===== src/hw/rtl/s5rp_pkg.sv =====
// Shared types and codes for the SOCKS5 greeting and request parser.
// Holds event kinds, status codes, the event record and the configuration record.
// No dependencies.
`timescale 1ns / 1ps

package s5rp_pkg;

  // Event kinds reported on the result channel.
  typedef enum logic [1:0] {
    KIND_GREET = 2'd0,
    KIND_ADDR  = 2'd1,
    KIND_DONE  = 2'd2
  } kind_e;

  // Verdict codes.
  typedef enum logic [3:0] {
    ST_OK         = 4'd0,
    ST_GREET_VER  = 4'd1,
    ST_NO_METHOD  = 4'd2,
    ST_REQ_VER    = 4'd3,
    ST_BAD_CMD    = 4'd4,
    ST_RSV        = 4'd5,
    ST_BAD_ATYP   = 4'd6,
    ST_ATYP_DENY  = 4'd7,
    ST_CMD_DENY   = 4'd8
  } status_e;

  // Protocol byte values.
  localparam logic [7:0] ATYP_IPV4   = 8'h01;
  localparam logic [7:0] ATYP_DOMAIN = 8'h03;
  localparam logic [7:0] ATYP_IPV6   = 8'h04;
  localparam logic [7:0] CMD_MIN     = 8'h01;
  localparam logic [7:0] CMD_MAX     = 8'h03;
  localparam logic [7:0] RSV_VALUE   = 8'h00;
  localparam logic [7:0] IPV4_LEN    = 8'd4;
  localparam logic [7:0] IPV6_LEN    = 8'd16;

  // Configuration register indexes.
  localparam logic [1:0] CFG_VERSION   = 2'd0;
  localparam logic [1:0] CFG_METHOD    = 2'd1;
  localparam logic [1:0] CFG_COMMANDS  = 2'd2;
  localparam logic [1:0] CFG_ADDRTYPES = 2'd3;

  // Configuration reset values.
  localparam logic [7:0] CFG_VERSION_RST   = 8'h05;
  localparam logic [7:0] CFG_METHOD_RST    = 8'h00;
  localparam logic [2:0] CFG_COMMANDS_RST  = 3'b001;
  localparam logic [2:0] CFG_ADDRTYPES_RST = 3'b010;

  typedef struct packed {
    logic [7:0] version;
    logic [7:0] method;
    logic [2:0] commands;
    logic [2:0] addr_types;
  } cfg_t;

  typedef struct packed {
    logic        valid;
    kind_e       kind;
    status_e     status;
    logic [1:0]  command;
    logic [2:0]  addr_type;
    logic [7:0]  addr_byte;
    logic [7:0]  addr_index;
    logic [7:0]  addr_length;
    logic [31:0] ipv4_address;
    logic [15:0] dest_port;
  } event_t;

endpackage


===== src/hw/rtl/socks5_request_parser.sv =====
// Top level of the SOCKS5 greeting and request parser: input stage, configuration
// registers and result register around the parser core. Depends on s5rp_pkg and
// s5rp_parser_core.
`timescale 1ns / 1ps

//  Channel   Direction  Handshake               Payload
//  input     in         in_valid_i / in_stall_o data_byte_i, conn_start_i
//  result    out        out_valid_o / out_stall_i event_kind_o .. dest_port_o
//  config    in         cfg_we_i                cfg_index_i, cfg_data_i
//
// One byte per cycle is sustained while out_stall_i is low. A byte is registered on
// acceptance, decoded by the parser core as it moves on, and its result is registered.
// The input stage stalls only while a result is held waiting on out_stall_i.
// Reset clears the parse state and loads the configuration defaults; no clearing pass.

module socks5_request_parser (
  input  logic        clk_i,
  input  logic        rst_ni,
  input  logic        in_valid_i,
  output logic        in_stall_o,
  input  logic [7:0]  data_byte_i,
  input  logic        conn_start_i,
  output logic        out_valid_o,
  input  logic        out_stall_i,
  output logic [1:0]  event_kind_o,
  output logic [3:0]  status_o,
  output logic [1:0]  command_o,
  output logic [2:0]  addr_type_o,
  output logic [7:0]  addr_byte_o,
  output logic [7:0]  addr_index_o,
  output logic [7:0]  addr_length_o,
  output logic [31:0] ipv4_address_o,
  output logic [15:0] dest_port_o,
  input  logic        cfg_we_i,
  input  logic [1:0]  cfg_index_i,
  input  logic [7:0]  cfg_data_i
);
  import s5rp_pkg::*;

  cfg_t       cfg_q;
  logic       s1_valid_q;
  logic [7:0] s1_byte_q;
  logic       s1_start_q;
  logic       advance;
  logic       in_take;
  event_t     ev;
  event_t     out_q;
  logic       out_valid_q;

  // Configuration registers.
  always_ff @(posedge clk_i or negedge rst_ni) begin
    if (!rst_ni) begin
      cfg_q.version    <= CFG_VERSION_RST;
      cfg_q.method     <= CFG_METHOD_RST;
      cfg_q.commands   <= CFG_COMMANDS_RST;
      cfg_q.addr_types <= CFG_ADDRTYPES_RST;
    end else if (cfg_we_i) begin
      unique case (cfg_index_i)
        CFG_VERSION:   cfg_q.version    <= cfg_data_i;
        CFG_METHOD:    cfg_q.method     <= cfg_data_i;
        CFG_COMMANDS:  cfg_q.commands   <= cfg_data_i[2:0];
        CFG_ADDRTYPES: cfg_q.addr_types <= cfg_data_i[2:0];
        default: ;
      endcase
    end
  end

  // The staged byte moves on when the result register is free or being drained.
  assign advance    = s1_valid_q && (!out_valid_q || !out_stall_i);
  assign in_stall_o = s1_valid_q && !advance;
  assign in_take    = in_valid_i && !in_stall_o;

  // Input stage.
  always_ff @(posedge clk_i or negedge rst_ni) begin
    if (!rst_ni) begin
      s1_valid_q <= 1'b0;
    end else if (in_take) begin
      s1_valid_q <= 1'b1;
    end else if (advance) begin
      s1_valid_q <= 1'b0;
    end
  end

  always_ff @(posedge clk_i) begin
    if (in_take) begin
      s1_byte_q  <= data_byte_i;
      s1_start_q <= conn_start_i;
    end
  end

  s5rp_parser_core u_core (
    .clk_i        (clk_i),
    .rst_ni       (rst_ni),
    .take_i       (advance),
    .data_byte_i  (s1_byte_q),
    .conn_start_i (s1_start_q),
    .cfg_i        (cfg_q),
    .event_o      (ev)
  );

  // Result register.
  always_ff @(posedge clk_i or negedge rst_ni) begin
    if (!rst_ni) begin
      out_valid_q <= 1'b0;
    end else if (ev.valid) begin
      out_valid_q <= 1'b1;
    end else if (out_valid_q && !out_stall_i) begin
      out_valid_q <= 1'b0;
    end
  end

  always_ff @(posedge clk_i) begin
    if (ev.valid) begin
      out_q <= ev;
    end
  end

  assign out_valid_o    = out_valid_q;
  assign event_kind_o   = out_q.kind;
  assign status_o       = out_q.status;
  assign command_o      = out_q.command;
  assign addr_type_o    = out_q.addr_type;
  assign addr_byte_o    = out_q.addr_byte;
  assign addr_index_o   = out_q.addr_index;
  assign addr_length_o  = out_q.addr_length;
  assign ipv4_address_o = out_q.ipv4_address;
  assign dest_port_o    = out_q.dest_port;

  // The input side stalls only because a result is waiting on a stalled output.
  assert property (@(posedge clk_i) disable iff (!rst_ni)
    in_stall_o |-> (s1_valid_q && out_valid_q && out_stall_i))
    else $error("input stalled without a held result");

  // A new event is never produced over a result that is still held.
  assert property (@(posedge clk_i) disable iff (!rst_ni)
    ev.valid |-> (!out_valid_q || !out_stall_i))
    else $error("result register overwritten");

  // A stalled staged byte is still there next cycle.
  assert property (@(posedge clk_i) disable iff (!rst_ni)
    in_stall_o |=> s1_valid_q)
    else $error("staged byte lost while stalled");

endmodule


===== src/hw/rtl/s5rp_parser_core.sv =====
// Parser state machine: holds the per-connection parse state and decodes one
// byte per take_i cycle into at most one event. Depends on s5rp_pkg.
`timescale 1ns / 1ps

module s5rp_parser_core (
  input  logic            clk_i,
  input  logic            rst_ni,
  input  logic            take_i,
  input  logic [7:0]      data_byte_i,
  input  logic            conn_start_i,
  input  s5rp_pkg::cfg_t  cfg_i,
  output s5rp_pkg::event_t event_o
);
  import s5rp_pkg::*;

  typedef enum logic [3:0] {
    PH_GVER, PH_NMETH, PH_METHODS, PH_RVER, PH_RCMD, PH_RRSV,
    PH_RATYP, PH_DLEN, PH_ADDR, PH_PORTH, PH_PORTL, PH_HALT
  } phase_e;

  phase_e      phase_q, phase_d, phase_eff;
  logic [7:0]  count_q, count_d, count_eff;
  logic [7:0]  left_q, left_d, left_eff, left_dec;
  logic        seen_q, seen_d, seen_eff;
  logic [1:0]  cmd_q, cmd_d, cmd_eff;
  logic [2:0]  atyp_q, atyp_d, atyp_eff;
  logic [7:0]  len_q, len_d, len_eff;
  logic [31:0] ipv4_q, ipv4_d, ipv4_eff;
  logic [15:0] port_q, port_d, port_eff;

  logic        emit;
  kind_e       ev_kind;
  status_e     ev_status;
  logic [7:0]  ev_ab, ev_ai;
  logic [31:0] ev_ip;
  logic [15:0] ev_port;
  logic        atyp_ok, cmd_ok;

  // A connection start restarts parsing from a cleared state on this same byte.
  always_comb begin
    if (conn_start_i) begin
      phase_eff = PH_GVER;
      count_eff = '0;
      left_eff  = '0;
      seen_eff  = 1'b0;
      cmd_eff   = '0;
      atyp_eff  = '0;
      len_eff   = '0;
      ipv4_eff  = '0;
      port_eff  = '0;
    end else begin
      phase_eff = phase_q;
      count_eff = count_q;
      left_eff  = left_q;
      seen_eff  = seen_q;
      cmd_eff   = cmd_q;
      atyp_eff  = atyp_q;
      len_eff   = len_q;
      ipv4_eff  = ipv4_q;
      port_eff  = port_q;
    end
  end

  assign left_dec = left_eff - 8'd1;

  // Permission checks made when the port is complete.
  always_comb begin
    unique case (atyp_eff)
      ATYP_IPV4[2:0]:   atyp_ok = cfg_i.addr_types[0];
      ATYP_DOMAIN[2:0]: atyp_ok = cfg_i.addr_types[1];
      default:          atyp_ok = cfg_i.addr_types[2];
    endcase
    unique case (cmd_eff)
      2'd1:    cmd_ok = cfg_i.commands[0];
      2'd2:    cmd_ok = cfg_i.commands[1];
      2'd3:    cmd_ok = cfg_i.commands[2];
      default: cmd_ok = 1'b0;
    endcase
  end

  // Per-byte decode.
  always_comb begin
    phase_d   = phase_eff;
    count_d   = count_eff;
    left_d    = left_eff;
    seen_d    = seen_eff;
    cmd_d     = cmd_eff;
    atyp_d    = atyp_eff;
    len_d     = len_eff;
    ipv4_d    = ipv4_eff;
    port_d    = port_eff;
    emit      = 1'b0;
    ev_kind   = KIND_GREET;
    ev_status = ST_OK;
    ev_ab     = '0;
    ev_ai     = '0;
    ev_ip     = '0;
    ev_port   = '0;
    unique case (phase_eff)
      PH_GVER: begin
        if (data_byte_i != cfg_i.version) begin
          phase_d = PH_HALT; emit = 1'b1; ev_kind = KIND_GREET; ev_status = ST_GREET_VER;
        end else begin
          phase_d = PH_NMETH;
        end
      end
      PH_NMETH: begin
        left_d = data_byte_i;
        seen_d = 1'b0;
        if (data_byte_i == 8'd0) begin
          phase_d = PH_HALT; emit = 1'b1; ev_kind = KIND_GREET; ev_status = ST_NO_METHOD;
        end else begin
          phase_d = PH_METHODS;
        end
      end
      PH_METHODS: begin
        left_d = left_dec;
        if (data_byte_i == cfg_i.method) seen_d = 1'b1;
        if (left_dec == 8'd0) begin
          emit    = 1'b1;
          ev_kind = KIND_GREET;
          if (!(seen_eff || data_byte_i == cfg_i.method)) begin
            phase_d = PH_HALT; ev_status = ST_NO_METHOD;
          end else begin
            phase_d = PH_RVER; ev_status = ST_OK;
          end
        end
      end
      PH_RVER: begin
        if (data_byte_i != cfg_i.version) begin
          phase_d = PH_HALT; emit = 1'b1; ev_kind = KIND_DONE; ev_status = ST_REQ_VER;
        end else begin
          phase_d = PH_RCMD;
        end
      end
      PH_RCMD: begin
        if (data_byte_i < CMD_MIN || data_byte_i > CMD_MAX) begin
          phase_d = PH_HALT; emit = 1'b1; ev_kind = KIND_DONE; ev_status = ST_BAD_CMD;
        end else begin
          cmd_d   = data_byte_i[1:0];
          phase_d = PH_RRSV;
        end
      end
      PH_RRSV: begin
        if (data_byte_i != RSV_VALUE) begin
          phase_d = PH_HALT; emit = 1'b1; ev_kind = KIND_DONE; ev_status = ST_RSV;
        end else begin
          phase_d = PH_RATYP;
        end
      end
      PH_RATYP: begin
        if (data_byte_i == ATYP_IPV4) begin
          atyp_d = ATYP_IPV4[2:0]; len_d = IPV4_LEN; count_d = '0; phase_d = PH_ADDR;
        end else if (data_byte_i == ATYP_DOMAIN) begin
          atyp_d = ATYP_DOMAIN[2:0]; phase_d = PH_DLEN;
        end else if (data_byte_i == ATYP_IPV6) begin
          atyp_d = ATYP_IPV6[2:0]; len_d = IPV6_LEN; count_d = '0; phase_d = PH_ADDR;
        end else begin
          phase_d = PH_HALT; emit = 1'b1; ev_kind = KIND_DONE; ev_status = ST_BAD_ATYP;
        end
      end
      PH_DLEN: begin
        len_d   = data_byte_i;
        count_d = '0;
        phase_d = (data_byte_i == 8'd0) ? PH_PORTH : PH_ADDR;
      end
      PH_ADDR: begin
        if (atyp_eff == ATYP_IPV4[2:0]) ipv4_d = {ipv4_eff[23:0], data_byte_i};
        count_d = count_eff + 8'd1;
        if (count_eff + 8'd1 == len_eff) phase_d = PH_PORTH;
        emit    = 1'b1;
        ev_kind = KIND_ADDR;
        ev_ab   = data_byte_i;
        ev_ai   = count_eff;
      end
      PH_PORTH: begin
        port_d  = {data_byte_i, 8'd0};
        phase_d = PH_PORTL;
      end
      PH_PORTL: begin
        port_d  = {port_eff[15:8], data_byte_i};
        phase_d = PH_HALT;
        emit    = 1'b1;
        ev_kind = KIND_DONE;
        ev_port = {port_eff[15:8], data_byte_i};
        ev_ip   = (atyp_eff == ATYP_IPV4[2:0]) ? ipv4_eff : 32'd0;
        if (!atyp_ok)     ev_status = ST_ATYP_DENY;
        else if (!cmd_ok) ev_status = ST_CMD_DENY;
        else              ev_status = ST_OK;
      end
      default: begin
        phase_d = PH_HALT;
      end
    endcase
  end

  // Event record; held fields are the values before this byte's update.
  always_comb begin
    event_o.valid        = take_i & emit;
    event_o.kind         = ev_kind;
    event_o.status       = ev_status;
    event_o.command      = cmd_eff;
    event_o.addr_type    = atyp_eff;
    event_o.addr_byte    = ev_ab;
    event_o.addr_index   = ev_ai;
    event_o.addr_length  = len_eff;
    event_o.ipv4_address = ev_ip;
    event_o.dest_port    = ev_port;
  end

  // Parse state advances only on a byte that is being processed.
  always_ff @(posedge clk_i or negedge rst_ni) begin
    if (!rst_ni) begin
      phase_q <= PH_GVER;
      count_q <= '0;
      left_q  <= '0;
      seen_q  <= 1'b0;
      cmd_q   <= '0;
      atyp_q  <= '0;
      len_q   <= '0;
      ipv4_q  <= '0;
      port_q  <= '0;
    end else if (take_i) begin
      phase_q <= phase_d;
      count_q <= count_d;
      left_q  <= left_d;
      seen_q  <= seen_d;
      cmd_q   <= cmd_d;
      atyp_q  <= atyp_d;
      len_q   <= len_d;
      ipv4_q  <= ipv4_d;
      port_q  <= port_d;
    end
  end

  // Once halted, nothing is reported until a new connection starts.
  assert property (@(posedge clk_i) disable iff (!rst_ni)
    (phase_q == PH_HALT && !conn_start_i) |-> !event_o.valid)
    else $error("event reported while parser is halted");

  // Address bytes always carry an ok status and an index below the length.
  assert property (@(posedge clk_i) disable iff (!rst_ni)
    (event_o.valid && event_o.kind == KIND_ADDR) |->
      (event_o.status == ST_OK && event_o.addr_index < event_o.addr_length))
    else $error("address event with bad status or index");

  // A request-end event always leaves the parser halted.
  assert property (@(posedge clk_i) disable iff (!rst_ni)
    (take_i && event_o.valid && event_o.kind == KIND_DONE) |=>
      (phase_q == PH_HALT))
    else $error("request end without halt");

endmodule


===== config.mk =====
export PLATFORM = sky130hd
export DESIGN_NAME = socks5_request_parser
export DESIGN_NICKNAME = d
export VERILOG_FILES = /design/src/hw/rtl/s5rp_pkg.sv /design/src/hw/rtl/socks5_request_parser.sv /design/src/hw/rtl/s5rp_parser_core.sv
export SDC_FILE = /design/constraint.sdc
export NUM_CORES = 1
export LEC_CHECK = 0
export BUFFER_PORTS_ARGS = -buffer_cell sky130_fd_sc_hd__buf_2
export CORE_UTILIZATION = 35
export DETAILED_ROUTE_END_ITERATION = 10
export PLACE_DENSITY_LB_ADDON = 0.12
export SLEW_MARGIN = 20
export SYNTH_ARGS = -nofsm -noshare
export SYNTH_HDL_FRONTEND = slang
export SYNTH_HIERARCHICAL = 1
export SYNTH_SLANG_ARGS = --single-unit

===== constraint.sdc =====
create_clock -name clk_i -period 13.15 [get_ports clk_i]
set_input_delay 1.9725 -clock clk_i [delete_from_list [all_inputs] [get_ports clk_i]]
set_output_delay 1.9725 -clock clk_i [all_outputs]
set_load 0.005 [all_outputs]

==> run summary <==
=================================================================================
Cell repeated most along the worst path                                   nand2_1
Total Die Area                                                        25000 sq um
Setup Crit Path Kind                                                 flip-flop to flip-flop
Adder-cell area share of the yosys netlist                                 0.439%
Overall die width                                                          158 um
Required @ worst endpoint                                                13.21 ns
Via count of the first global-routing pass                                   5812
Post-route DRC                                                                  0
Root buffer cell                                                        clkbuf_16
Synth-to-Final Area Change                                                  17.5%
Placer congestion estimate                                                  0.901
Flop pwr share                                                              49.2%
Final number of setup-violating endpoints                                       0
Die H                                                                      158 um
Crit share post-route                                                       33.5%
Ratio of cells with drive above 1 in the final layout                       25.1%
Endpoint of the most critical register-to-register path              addr_type_o[1]
Seq/Total Area, Yosys                                                       61.1%
Number of antenna violations at the first check in global routing               0
Nets@finish                                                                   820
Hold-critical path depth                                                        2
Synthesized area divided by synthesized cell count                     12.2 sq um
Worst Hold Launch                                                    u_core/seen_q
Setup TNS after final layout                                                 0 ns
Maximum fanout count along the critical path                                   84
Count of H-tree levels built during CTS                                         4
Internal power                                                            1.10 mW
Number of flops mapped to enable cells by yosys                                92
Combinational group share of total power                                    18.5%
Cell type with the highest aggregate area in the netlist                 edfxtp_1
Remaining max-slew budget at the tightest pin                               33.8%
Outcome                                                              finished clean
Data arrival at the endpoint of the critical path                         4.47 ns
Net count of the mapped netlist                                               730
Slew of the pin with the lowest slew margin                              0.986 ns
Overall overflow remaining after global route                                   0
Post-synthesis instance area                                           8540 sq um
Register clock-pin slew on the reported worst setup and hold paths        0.08 ns
Net switching share of the total power                                      31.8%
Count of buffers from port buffering                                          108
Global-route wire length before repair                                    32.7 mm
Minimum clock period                                                      4.40 ns
# clock sinks                                                                 190
Proportion of synthesized area in mux cells                                 3.81%
Peak clock frequency supported by timing                                0.227 GHz
Number of post-CTS setup repair buffers                                         0
Count of yosys warnings during synthesis                                        6
Cell leakage power                                                        4.28 nW
Cells along the critical path                                        buf_4 -> clkinv_1 -> nand2_1 -> ha_1 -> and3b_1 -> a31oi_1 -> a2111oi_1 -> nand2_1 -> a311oi_4 -> buf_6
Maximum number of pins on one net before global-route repair                   85
Pins Over Slew Limit                                                            0
# IOs                                                                         109
Overall via count from detail_route                                          5922
Share of flip-flops with an asynchronous set or reset                       51.6%
Synth Register Bits                                                           190
Kind of launch point of the worst setup path                            flip-flop
Part of the total power dissipated in the clock network                     32.4%
Inserted Clock Buffers                                                         17
Initial core utilization                                                    36.1%
Quantity of gates resized following cts                                         0
Unrepaired setup endpoints after global routing                                no
Final wirelength                                                          20.7 mm
Hold Fails Final Rpt                                                            0
Estimated wirelength of the detail-placed design                          13.7 mm
Routed vias/inst                                                             5.26
Most frequently used cell type in the post-synthesis netlist              dfrtp_1
Hold worst-path end                                                  u_core/seen_q
Layout filler cell count                                                     2257
Share of the synthesized netlist area taken by xor and xnor gates           2.67%
Core area                                                             23700 sq um
Post-route core utilization                                                 42.4%
Worst IR Drop VDD                                                       0.0759 mV
Simple-gate portion of the synthesized area                                 15.4%
Count of cell types in the netlist                                             71
Highest-delay cell along the critical path                               clkinv_1
Total of hold buffers inserted after clock tree synthesis                       0
Delay of the slowest cell on the worst path                               0.67 ns
Initial detailed-routing violation count                                      350
First-pass DRT Iterations                                                       5
Post-detailed-route count of antenna-violating nets                             0
Instance count of the mapped netlist                                          703
Power density over the cells                                          161 nW/um^2
Number of buffers on the longest clock path                                     2
Latest clock arrival within the worst-skew pair                           0.43 ns
Worst min path class                                                 flip-flop to flip-flop
Most used DFF post-synth                                                  dfrtp_1
Depth of the worst register-to-register path                                   10
Top-area cell type share of the netlist area                                32.3%
Clk_skew                                                                0.0122 ns
Combinational family with the most area after synthesis              simple AND/OR/NAND/NOR gates
Number of rows created at floorplan                                            56
Global router's overall resource usage                                      17.4%
Element type at the critical path end                                   flip-flop
Diode count                                                                     0
Minimum setup slack among reg-to-reg paths                                8.75 ns
CTS tree                                                                    built
Area fraction in compound gates after synthesis                             13.8%
RR Startpoint                                                          s1_start_q
Number of maximum-capacitance constraint violations                             0
Average routed wire per standard cell                                     18.4 um
Commonest cells post-synth                                           dfrtp_1, edfxtp_1, a22o_1
Reported net switching power                                               513 uW
Main area contributors after synthesis                               edfxtp_1, dfrtp_1, a22o_1
=================================================================================
[power groups by stage]
| stage | Clock, mW | Combinational [mW] | Sequential [mW] |
|---|---|---|---|
| 2_1_floorplan | 0 | 0.213 | 0.781 |
| 3_3_place_gp | 0 | 0.296 | 0.805 |
| 3_5_place_dp | 0 | 0.299 | 0.806 |
| 4_1_cts | 0.535 | 0.300 | 0.794 |
| 5_1_grt | 0.560 | 0.333 | 0.806 |
| 6_report | 0.522 | 0.298 | 0.793 |
[worst max-delay path: cells and delay by family (launching register included)]
family          cells  cell delay [ns]
simple gates        3             0.66
fa+ha+maj           1             0.31
compound gates      3             0.90
flops               1             0.34
buf+inv             3             1.75
[flip-flops by register name, indices dropped and copies added (netlist names), 2 cells and up]
| name | cells |
|---|---|
| addr_byte_o | 8 |
| addr_index_o | 8 |
| addr_length_o | 8 |
| addr_type_o | 3 |
| cfg_q | 22 |
| command_o | 2 |
| dest_port_o | 16 |
| event_kind_o | 2 |
| ipv4_address_o | 32 |
| s1_byte_q | 8 |
| status_o | 4 |
| u_core/atyp_q | 3 |
| u_core/cmd_q | 2 |
| u_core/count_q | 8 |
| u_core/ipv4_q | 32 |
| u_core/left_q | 8 |
| u_core/len_q | 8 |
| u_core/phase_q | 4 |
| u_core/port_q | 8 |
[how the worst max path moves through the flow]
| stage | start | to | slack [ns] |
|---|---|---|---|
| global placement | out_stall_i | ipv4_address_o[25] | 8.67 |
| finish | s1_start_q | addr_type_o[1] | 8.75 |
| CTS | s1_start_q | ipv4_address_o[0] | 8.57 |
| floorplan | out_stall_i | addr_byte_o[0] | 3.35 |
| detailed placement | out_stall_i | ipv4_address_o[16] | 8.56 |
| global route | s1_start_q | addr_type_o[1] | 8.42 |
[cell usage in the layout (no fill, tap or decap), types with 18 or more instances in the layout]
| cell type | count |
|---|---|
| dfrtp_1 | 94 |
| and2_1 | 35 |
| and3_1 | 33 |
| nor2_1 | 32 |
| o21ai_0 | 28 |
| a21oi_1 | 29 |
| mux2_2 | 24 |
| nor2b_1 | 18 |
| edfxtp_1 | 92 |
| a22o_1 | 49 |
| xor2_1 | 19 |
| nand2_1 | 41 |
| buf_2 | 107 |
[cells by family (layout without fill, tap and decap cells)]
| family | Yosys count | count (layout) |
|---|---|---|
| adders and majority gates | 3 | 3 |
| DFF | 190 | 190 |
| AOI/OAI and AO/OA | 165 | 165 |
| muxes | 29 | 29 |
| xor gates and xnor gates | 26 | 26 |
| and+or+nand+nor | 230 | 230 |
| buffers and inverters | 60 | 163 |
[layer usage]
| layer | vias to the layer above | global-route usage (%) | share of wire, % |
|---|---|---|---|
| met2 | 165 | 27.2 | 46 |
| met4 | 0 | 5.68 | 1.2 |
| met1 | 2940 | 24.4 | 48 |
| met3 | 18 | 2.96 | 4.4 |
| li1 | 2799 | - | - |
| met5 | - | 0 | 0 |
[stage by stage]
step                hold WS [ns]  instances  worst slack [ns]  power, mW  instance area [sq um]
floorplan                  0.449        703              3.35      0.994                   8540
global placement           0.477       1093              8.67       1.10                   9420
detailed placement         0.478       1093              8.56       1.10                   9420
CTS                        0.500       1125              8.57       1.63                  10000
global route               0.517       1125              8.42       1.70                  10000
finish                     0.495       1125              8.75       1.61                  10000
[layout make-up]
type | count | area (sq um) | area share (%)
flip-flops and latches | 190 | 5220 | 52.0
multi-input cells | 453 | 3120 | 31.1
repair buffers | 121 | 644 | 6.42
clock buffers | 17 | 425 | 4.24
well taps | 319 | 399 | 3.98
clock inverters | 15 | 191 | 1.91
inverters | 10 | 37.5 | 0.374
No activity file was read; power rests on OpenSTA's default activity.
